### src/rtl/core/lpfcc_pkg.sv
package lpfcc_pkg;

  localparam logic [15:0] CRC_POLY   = 16'h8408;
  localparam logic [15:0] CRC_PRESET = 16'hFFFF;
  localparam logic [7:0]  MIN_LENGTH = 8'd4;

  localparam logic [2:0] PH_LENGTH  = 3'd0;
  localparam logic [2:0] PH_ADDRESS = 3'd1;
  localparam logic [2:0] PH_STATUS  = 3'd2;
  localparam logic [2:0] PH_DATA    = 3'd3;
  localparam logic [2:0] PH_CRC_LO  = 3'd4;
  localparam logic [2:0] PH_CRC_HI  = 3'd5;

  localparam logic [2:0] KIND_LENGTH  = 3'd0;
  localparam logic [2:0] KIND_ADDRESS = 3'd1;
  localparam logic [2:0] KIND_STATUS  = 3'd2;
  localparam logic [2:0] KIND_DATA    = 3'd3;
  localparam logic [2:0] KIND_CRC_LO  = 3'd4;
  localparam logic [2:0] KIND_CRC_HI  = 3'd5;

  typedef struct packed {
    logic       length_error;
    logic       crc_ok;
    logic       frame_end;
    logic [7:0] data_index;
    logic [2:0] field_kind;
    logic [7:0] byte_value;
  } result_t;

  function automatic logic [15:0] crc_byte(input logic [15:0] crc, input logic [7:0] b);
    logic [15:0] c;
    c = crc ^ {8'd0, b};
    for (int k = 0; k < 8; k++) begin
      if (c[0]) begin
        c = (c >> 1) ^ CRC_POLY;
      end else begin
        c = c >> 1;
      end
    end
    return c;
  endfunction

endpackage

### src/rtl/core/lpfcc_frame_fsm.sv
module lpfcc_frame_fsm (
  input  logic                clk,
  input  logic                rst,
  input  logic                step,
  input  logic [7:0]          rx_byte,
  output lpfcc_pkg::result_t  result
);

  logic [2:0]  phase;
  logic [2:0]  phase_next;
  logic [7:0]  bytes_left;
  logic [7:0]  bytes_left_next;
  logic [15:0] running_crc;
  logic [15:0] running_crc_next;
  logic [7:0]  received_crc_low;
  logic [7:0]  received_crc_low_next;
  logic [7:0]  data_count;
  logic [7:0]  data_count_next;
  logic [15:0] crc_step;

  assign crc_step = lpfcc_pkg::crc_byte(running_crc, rx_byte);

  always_comb begin
    phase_next            = phase;
    bytes_left_next       = bytes_left;
    running_crc_next      = running_crc;
    received_crc_low_next = received_crc_low;
    data_count_next       = data_count;
    result.byte_value     = rx_byte;
    result.field_kind     = lpfcc_pkg::KIND_LENGTH;
    result.data_index     = 8'd0;
    result.frame_end      = 1'b0;
    result.crc_ok         = 1'b0;
    result.length_error   = 1'b0;
    case (phase)
      lpfcc_pkg::PH_ADDRESS: begin
        result.field_kind = lpfcc_pkg::KIND_ADDRESS;
        running_crc_next  = crc_step;
        phase_next        = lpfcc_pkg::PH_STATUS;
      end
      lpfcc_pkg::PH_STATUS: begin
        result.field_kind = lpfcc_pkg::KIND_STATUS;
        running_crc_next  = crc_step;
        data_count_next   = 8'd0;
        phase_next        = (bytes_left != 8'd0) ? lpfcc_pkg::PH_DATA : lpfcc_pkg::PH_CRC_LO;
      end
      lpfcc_pkg::PH_DATA: begin
        result.field_kind = lpfcc_pkg::KIND_DATA;
        result.data_index = data_count;
        running_crc_next  = crc_step;
        data_count_next   = data_count + 8'd1;
        bytes_left_next   = bytes_left - 8'd1;
        if (bytes_left == 8'd1) begin
          phase_next = lpfcc_pkg::PH_CRC_LO;
        end
      end
      lpfcc_pkg::PH_CRC_LO: begin
        result.field_kind     = lpfcc_pkg::KIND_CRC_LO;
        received_crc_low_next = rx_byte;
        phase_next            = lpfcc_pkg::PH_CRC_HI;
      end
      lpfcc_pkg::PH_CRC_HI: begin
        result.field_kind = lpfcc_pkg::KIND_CRC_HI;
        result.frame_end  = 1'b1;
        result.crc_ok     = ({rx_byte, received_crc_low} == running_crc);
        phase_next        = lpfcc_pkg::PH_LENGTH;
      end
      default: begin
        data_count_next = 8'd0;
        if (rx_byte < lpfcc_pkg::MIN_LENGTH) begin
          running_crc_next    = lpfcc_pkg::CRC_PRESET;
          result.frame_end    = 1'b1;
          result.length_error = 1'b1;
          bytes_left_next     = 8'd0;
          phase_next          = lpfcc_pkg::PH_LENGTH;
        end else begin
          running_crc_next = lpfcc_pkg::crc_byte(lpfcc_pkg::CRC_PRESET, rx_byte);
          bytes_left_next  = rx_byte - lpfcc_pkg::MIN_LENGTH;
          phase_next       = lpfcc_pkg::PH_ADDRESS;
        end
      end
    endcase
  end

  always_ff @(posedge clk) begin
    if (rst) begin
      phase            <= lpfcc_pkg::PH_LENGTH;
      bytes_left       <= 8'd0;
      running_crc      <= lpfcc_pkg::CRC_PRESET;
      received_crc_low <= 8'd0;
      data_count       <= 8'd0;
    end else if (step) begin
      phase            <= phase_next;
      bytes_left       <= bytes_left_next;
      running_crc      <= running_crc_next;
      received_crc_low <= received_crc_low_next;
      data_count       <= data_count_next;
    end
  end

endmodule
### config.mk
export PLATFORM = sky130hd
export DESIGN_NAME = lpfcc_frame_fsm
export DESIGN_NICKNAME = d
export VERILOG_FILES = /design/src/rtl/core/lpfcc_pkg.sv /design/src/rtl/core/lpfcc_frame_fsm.sv
export SDC_FILE = /design/constraint.sdc
export NUM_CORES = 1
export LEC_CHECK = 0
export ABC_CLOCK_PERIOD_IN_PS = 2880
export BUFFER_PORTS_ARGS = -buffer_cell sky130_fd_sc_hd__buf_2
export CAP_MARGIN = 10
export CORE_MARGIN = 1
export CORE_UTILIZATION = 30
export DETAILED_ROUTE_END_ITERATION = 16
export GPL_TIMING_DRIVEN = 0
export SLEW_MARGIN = 20
export SYNTH_ARGS = -nofsm -noshare
export SYNTH_HDL_FRONTEND = slang
export SYNTH_SLANG_ARGS = --single-unit
### constraint.sdc
create_clock -name clk -period 2.88 [get_ports clk]
set_clock_uncertainty 0.2 [all_clocks]
set_input_delay 0.144 -clock clk [delete_from_list [all_inputs] [get_ports clk]]
set_output_delay 0.144 -clock clk [all_outputs]
set_load 0.03 [all_outputs]
# Word-level counts from Yosys, hierarchy flattened
# Cells that the tools add are included.
[word_totals]
regBits = 43
input_bits = 11
out_inout_bits = 22
word_cells = 95
[classes]
add_sub_neg = 3
magnitude_cmp = 1
n_eq_ne = 8
n_bitwise = 21
mux = 45
n_reduce_logical = 12
[ops]
columns = ["op", "n"]
rows = [
  ["two-way mux 16 bit", 31],
  ["inverter 2 -> 3 bit", 16],
  ["one-hot mux 16 bit (2 select lines)", 1],
  ["one-hot mux 8 bit (2 select lines)", 2],
  ["one-hot mux 3 bit (5 select lines)", 2],
  ["equality test 16 bit", 1],
  ["two-way mux 8 bit", 2],
  ["inverter 8 -> 16 bit", 1],
  ["bitwise XOR 16 x 8 -> 16 bit", 1],
  ["AND reduction 2 bit", 5],
  ["adder 8 x 1 -> 8 bit (second input constant)", 1],
  ["equality test 8 x 1 -> 1 bit (second input constant)", 1],
  ["less-than comparator 8 x 3 -> 1 bit (second input constant)", 1],
  ["nonzero test 8 bit", 1],
  ["OR reduction 4 bit", 2],
  ["subtractor 8 x 1 -> 8 bit (second input constant)", 1],
  ["subtractor 8 x 3 -> 8 bit (second input constant)", 1],
  ["equality test 3 x 2 -> 1 bit (second input constant)", 2],
  ["equality test 3 bit (second input constant)", 2],
  ["two-way mux 3 bit", 2],
  ["OR reduction 3 bit", 2],
  ["OR reduction 5 bit", 1],
  ["two-way mux 1 bit", 4],
  ["equality test 3 x 1 -> 1 bit (second input constant)", 1],
  ["other kinds (4)", 6],
]

# Depth between registers and ports, before layout
[logic_depth]
depth_word = 33
mapped_depth = 9
mapped_depth_nobuf = 7

# Worst setup path after synthesis
# No wires, ideal clock.
[synth_path]
path_kind = "reg2reg"
startpoint = "register phase[1]"
endpoint = "register data_count[6]"
setup_time_ns = 0.121
t_required_ns = 2.559
stages_incl_launch_ff = 10
period_less_slack_ns = 2.412
path_buffers = 2
path_slack_ns = 0.468
arrival_time_ns = 2.091
cell_sequence = "dfxtp_1 > clkbuf_1 > inv_1 > ha_1 > nand2b_1 > clkbuf_1 > nor2_1 > nand4_1 > xor2_1 > nor2_1"
[synth_via]
elab_chain_cells = 4
word_cells_on_any_way = 8
cone_classes = "eq/ne: 4; mux: 1; bitwise: 1; reduce/logical: 2"
[synth_rtl]
columns = ["item", "line", "text"]
rows = [
  ["from (decl)", "lpfcc_frame_fsm.sv:9", "logic [2:0] phase;"],
  ["from (signal assigned)", "lpfcc_frame_fsm.sv:87", "phase <= lpfcc_pkg::PH_LENGTH;"],
  ["from (signal assigned)", "lpfcc_frame_fsm.sv:93", "phase <= phase_next;"],
  ["equality test 3 bit or equality test 3 x 1 -> 1 bit (tied branches)", "lpfcc_frame_fsm.sv:35", "case (phase)"],
  ["OR reduction 3 bit (no line)", "n/a", ""],
  ["inverter 1 bit (no line)", "n/a", ""],
  ["AND reduction 2 bit (no line)", "n/a", ""],
  ["to (signal assigned)", "lpfcc_frame_fsm.sv:97", "data_count <= data_count_next;"],
  ["to (decl)", "lpfcc_frame_fsm.sv:17", "logic [7:0] data_count;"],
]
# Several ways; a longest one is shown, not always the timed one.
# A chain may end at the register's enable or synchronous reset.

# Worst setup path in the final report
[layout_path]
startpoint = "register phase[1]"
endpoint = "register bytes_left[1]"
[layout_via]
elab_chain_cells = 4
word_cells_on_any_way = 9
cone_classes = "eq/ne: 5; mux: 1; bitwise: 1; reduce/logical: 2"
[layout_rtl]
columns = ["item", "line", "text"]
rows = [
  ["equality test 3 bit, or another cell as far along", "lpfcc_frame_fsm.sv:35", ""],
  ["OR reduction 4 bit (no line)", "n/a", ""],
  ["inverter 1 bit (no line)", "n/a", ""],
  ["AND reduction 2 bit (no line)", "n/a", ""],
  ["to (signal assigned)", "lpfcc_frame_fsm.sv:94", "bytes_left <= bytes_left_next;"],
  ["to (decl)", "lpfcc_frame_fsm.sv:11", "logic [7:0] bytes_left;"],
]
# Several ways; a longest one is shown, not always the timed one.

==> impl_metrics.json <==
{
  "stdcell_count": 535,
  "ys_ff_latch": 43,
  "fin_crit_ps": 2791,
  "numCtsBuffers": 5,
  "grt_max_degree": 14,
  "place_inst": 520,
  "drt_first_pass_iters": 5,
  "finish.utilization_pct": 36.61,
  "gp_congestion": 0.8146,
  "drc_errors": 0,
  "cp-start-kind": "register",
  "io_pins": 33,
  "antenna_found_initial": 0,
  "p_int_mw": 1.163,
  "synth_edf_count": 0,
  "clock_power_share_pct": 33.9,
  "wire_per_inst_um": 15.56,
  "cts_max_level": 2,
  "final-setup-viol-count": 0,
  "slew_viol_final": 0,
  "holdCritPathClass": "in2reg",
  "combPwrFrac_pct": 26.8,
  "cts_buffer_depth": 2,
  "yosysUniqueCellTypes": 54,
  "worstPathMaxFanout": 10,
  "crit_required_ps": 2850,
  "die_w_um": 101.3,
  "reg2reg_from": "phase[1]$_SDFFE_PP0P_",
  "p_sw_uw": 521.8,
  "async_flop_share_pct": 0,
  "drt_iter0_drc": 150,
  "grtUsageTotal_pct": 16.74,
  "ys_seq_area_share_pct": 29.09,
  "synth_fp_nets": 385,
  "post-route-period-util_pct": 96.92,
  "crit_arrival_ps": 2760,
  "synthTopCellsByArea": "dfxtp_1 (29%), xnor2_1 (10%), xor2_1 (5.0%)",
  "viasPerCell": 5.271,
  "num_vias": 2820,
  "drt_wl_total_um": 8324,
  "layout.nets": 423,
  "num_rows": 35,
  "coreArea_sq_um": 9415,
  "min_to": "bytes_left[0]$_SDFFE_PP0P_",
  "whs_ps": 40.52,
  "hold_viol": 0,
  "critPathCaptureType": "register",
  "cp_cell_sequence": "clkbuf_2, inv_1, ha_1, nor2b_1, o21ai_1, clkbuf_1, a311oi_1, a211oi_1",
  "slew_headroom_pct": 51.25,
  "dp_hpwl_um": 5941,
  "final_common_cell": "dfxtp_1",
  "rr_endpoint": "bytes_left[1]$_SDFFE_PP0P_",
  "overflow": 0,
  "maxCapViolCount": 0,
  "register_area_sq_um": 860.8,
  "tightest_slew_ps": 729.7,
  "yosys_warnings": 0,
  "grt_pass1_vias": 2646,
  "p_total_mw": 1.685,
  "synth_flop_cell": "dfxtp_1",
  "ant_nets": 0,
  "path_class": "reg2reg",
  "portBuffers": 24,
  "p_sw_share_pct": 30.98,
  "vdd_drop_max_v": 0.0002184,
  "grt_pass1_wl_um": 13450,
  "synth_area_sq_um": 2959,
  "cts.sinks": 43,
  "most-common-layout-cells": "dfxtp_1 (43), nor2_1 (38), xnor2_1 (35)",
  "die_h_um": 101.3,
  "clk_latency_ps": 300,
  "setup_tns_ps": 0,
  "ff2ff_setup_slack_ps": 90,
  "cts_tree": "done",
  "syn_to_final_growth_pct": 16.49,
  "rr_worst_depth": 8,
  "critPathMaxStageDelay_ps": 580,
  "status": "complete, no violations",
  "hold_depth": 3,
  "drive_above_1_share_pct": 16.75,
  "num_antenna_cells": 0,
  "netlist_instances": 367,
  "yosysTopAreaCellShare_pct": 29.09,
  "sequentialPowerShare_pct": 39.2,
  "yosysTopAreaCell": "dfxtp_1",
  "dieArea_sq_um": 10260,
  "start_util_pct": 31.43,
  "clk_pin_slew_ps": 90,
  "critPathSlowestCell": "nor2b_1",
  "power.density_nw_per_um2": 488.7,
  "timing.fmax_ghz": 0.3583,
  "clockRootBuffer": "clkbuf_8",
  "multiInputGateArea_sq_um": 1867,
  "nFillCells": 999,
  "hold_start": "rx_byte[0]",
  "power_leakage_nw": 1.351,
  "avgSynthCellArea_sq_um": 8.063
}
-- registers in the layout, summed over array words and instances (netlist names) --
signal	flops
received_crc_low	8
running_crc	16
phase	3
data_count	8
bytes_left	8
-- cell families (layout without fill, tap and decap cells) --
group           Yosys count  after routing  synth area share, %
compound gates           85             85                19.32
xor+xnor                 52             52                15.39
fa+ha+maj                 7              7                2.960
buf+inv                  46             85                8.076
flops                    43             43                29.09
mux                       9              9                3.087
simple gates            125            125                22.07
-- per-layer routing --
layer / vias to the layer above / wire length (um) / track usage, %
li1: 1371 / - / -
met1: 1355 / 3847 / 22.25
met2: 81 / 4012 / 27.68
met3: 13 / 302 / 2.208
met4: 0 / 162 / 6.132
met5: - / 0 / 0
-- worst max-delay path: cells and delay by family (launching register included) --
family / cells / cell delay, ps
compound gates: 3 / 590
fa+ha+maj: 1 / 230
buf+inv: 3 / 630
flops: 1 / 450
simple gates: 1 / 580
-- worst max-delay path by stage --
stage / slack [ps] / depth (start not counted) / to / from
floorplan: 470 / 9 / data_count[6]$_SDFFE_PP0P_ / phase[1]$_SDFFE_PP0P_
global placement: 60 / 8 / bytes_left[1]$_SDFFE_PP0P_ / phase[1]$_SDFFE_PP0P_
detailed placement: 60 / 8 / bytes_left[1]$_SDFFE_PP0P_ / phase[1]$_SDFFE_PP0P_
CTS: 2 / 9 / result[19] / rx_byte[3]
global route: -4 / 8 / running_crc[13]$_SDFFE_PP1P_ / phase[1]$_SDFFE_PP0P_
finish: 90 / 8 / bytes_left[1]$_SDFFE_PP0P_ / phase[1]$_SDFFE_PP0P_
-- cells in the mapped netlist (all sizes together) (6+ instances only) --
| master | n |
|---|---|
| dfxtp | 43 |
| nor2 | 41 |
| xnor2 | 35 |
| a21oi | 22 |
| buf | 22 |
| o21ai | 17 |
| xor2 | 17 |
| clkbuf | 16 |
| nand2 | 16 |
| nor3 | 15 |
| nand3 | 11 |
| a211o | 10 |
| and3 | 9 |
| inv | 8 |
| mux2i | 8 |
| ha | 7 |
| nand4 | 7 |
| a211oi | 6 |
-- stage by stage --
step	setup WS, ps	area, sq um
final	88.81	3447
after detailed placement	62.62	3241
after CTS	2.245	3423
after global placement	56.04	3241
after global routing	-3.752	3447
after floorplan	467.6	2959
-- cell type report --
cell class	count	share of cell area [%]
tap	129	4.682
timing repair buffer	31	5.372
clock inverter	2	1.742
buffer	38	6.098
inverter	8	0.8711
clock buffer	6	2.105
multi-input combinational	278	54.16
sequential	43	24.97
-- power groups by stage --
stage | registers (mW) | clock network, mW | logic [mW]
finish | 0.661 | 0.572 | 0.452
global route | 0.667 | 0.604 | 0.494
CTS | 0.660 | 0.580 | 0.444
detailed placement | 0.675 | 0 | 0.435
global placement | 0.673 | 0 | 0.428
floorplan | 0.666 | 0 | 0.349
-- timing repair --
item | CTS | global route
hold buffers | 5 | 0
resized for setup | 0 | 4
setup buffers | 0 | 2
hold endpoints to repair | 6 | 0
endpoints found under the setup margin | 0 | 26
Power figures use the tool's default switching activity.
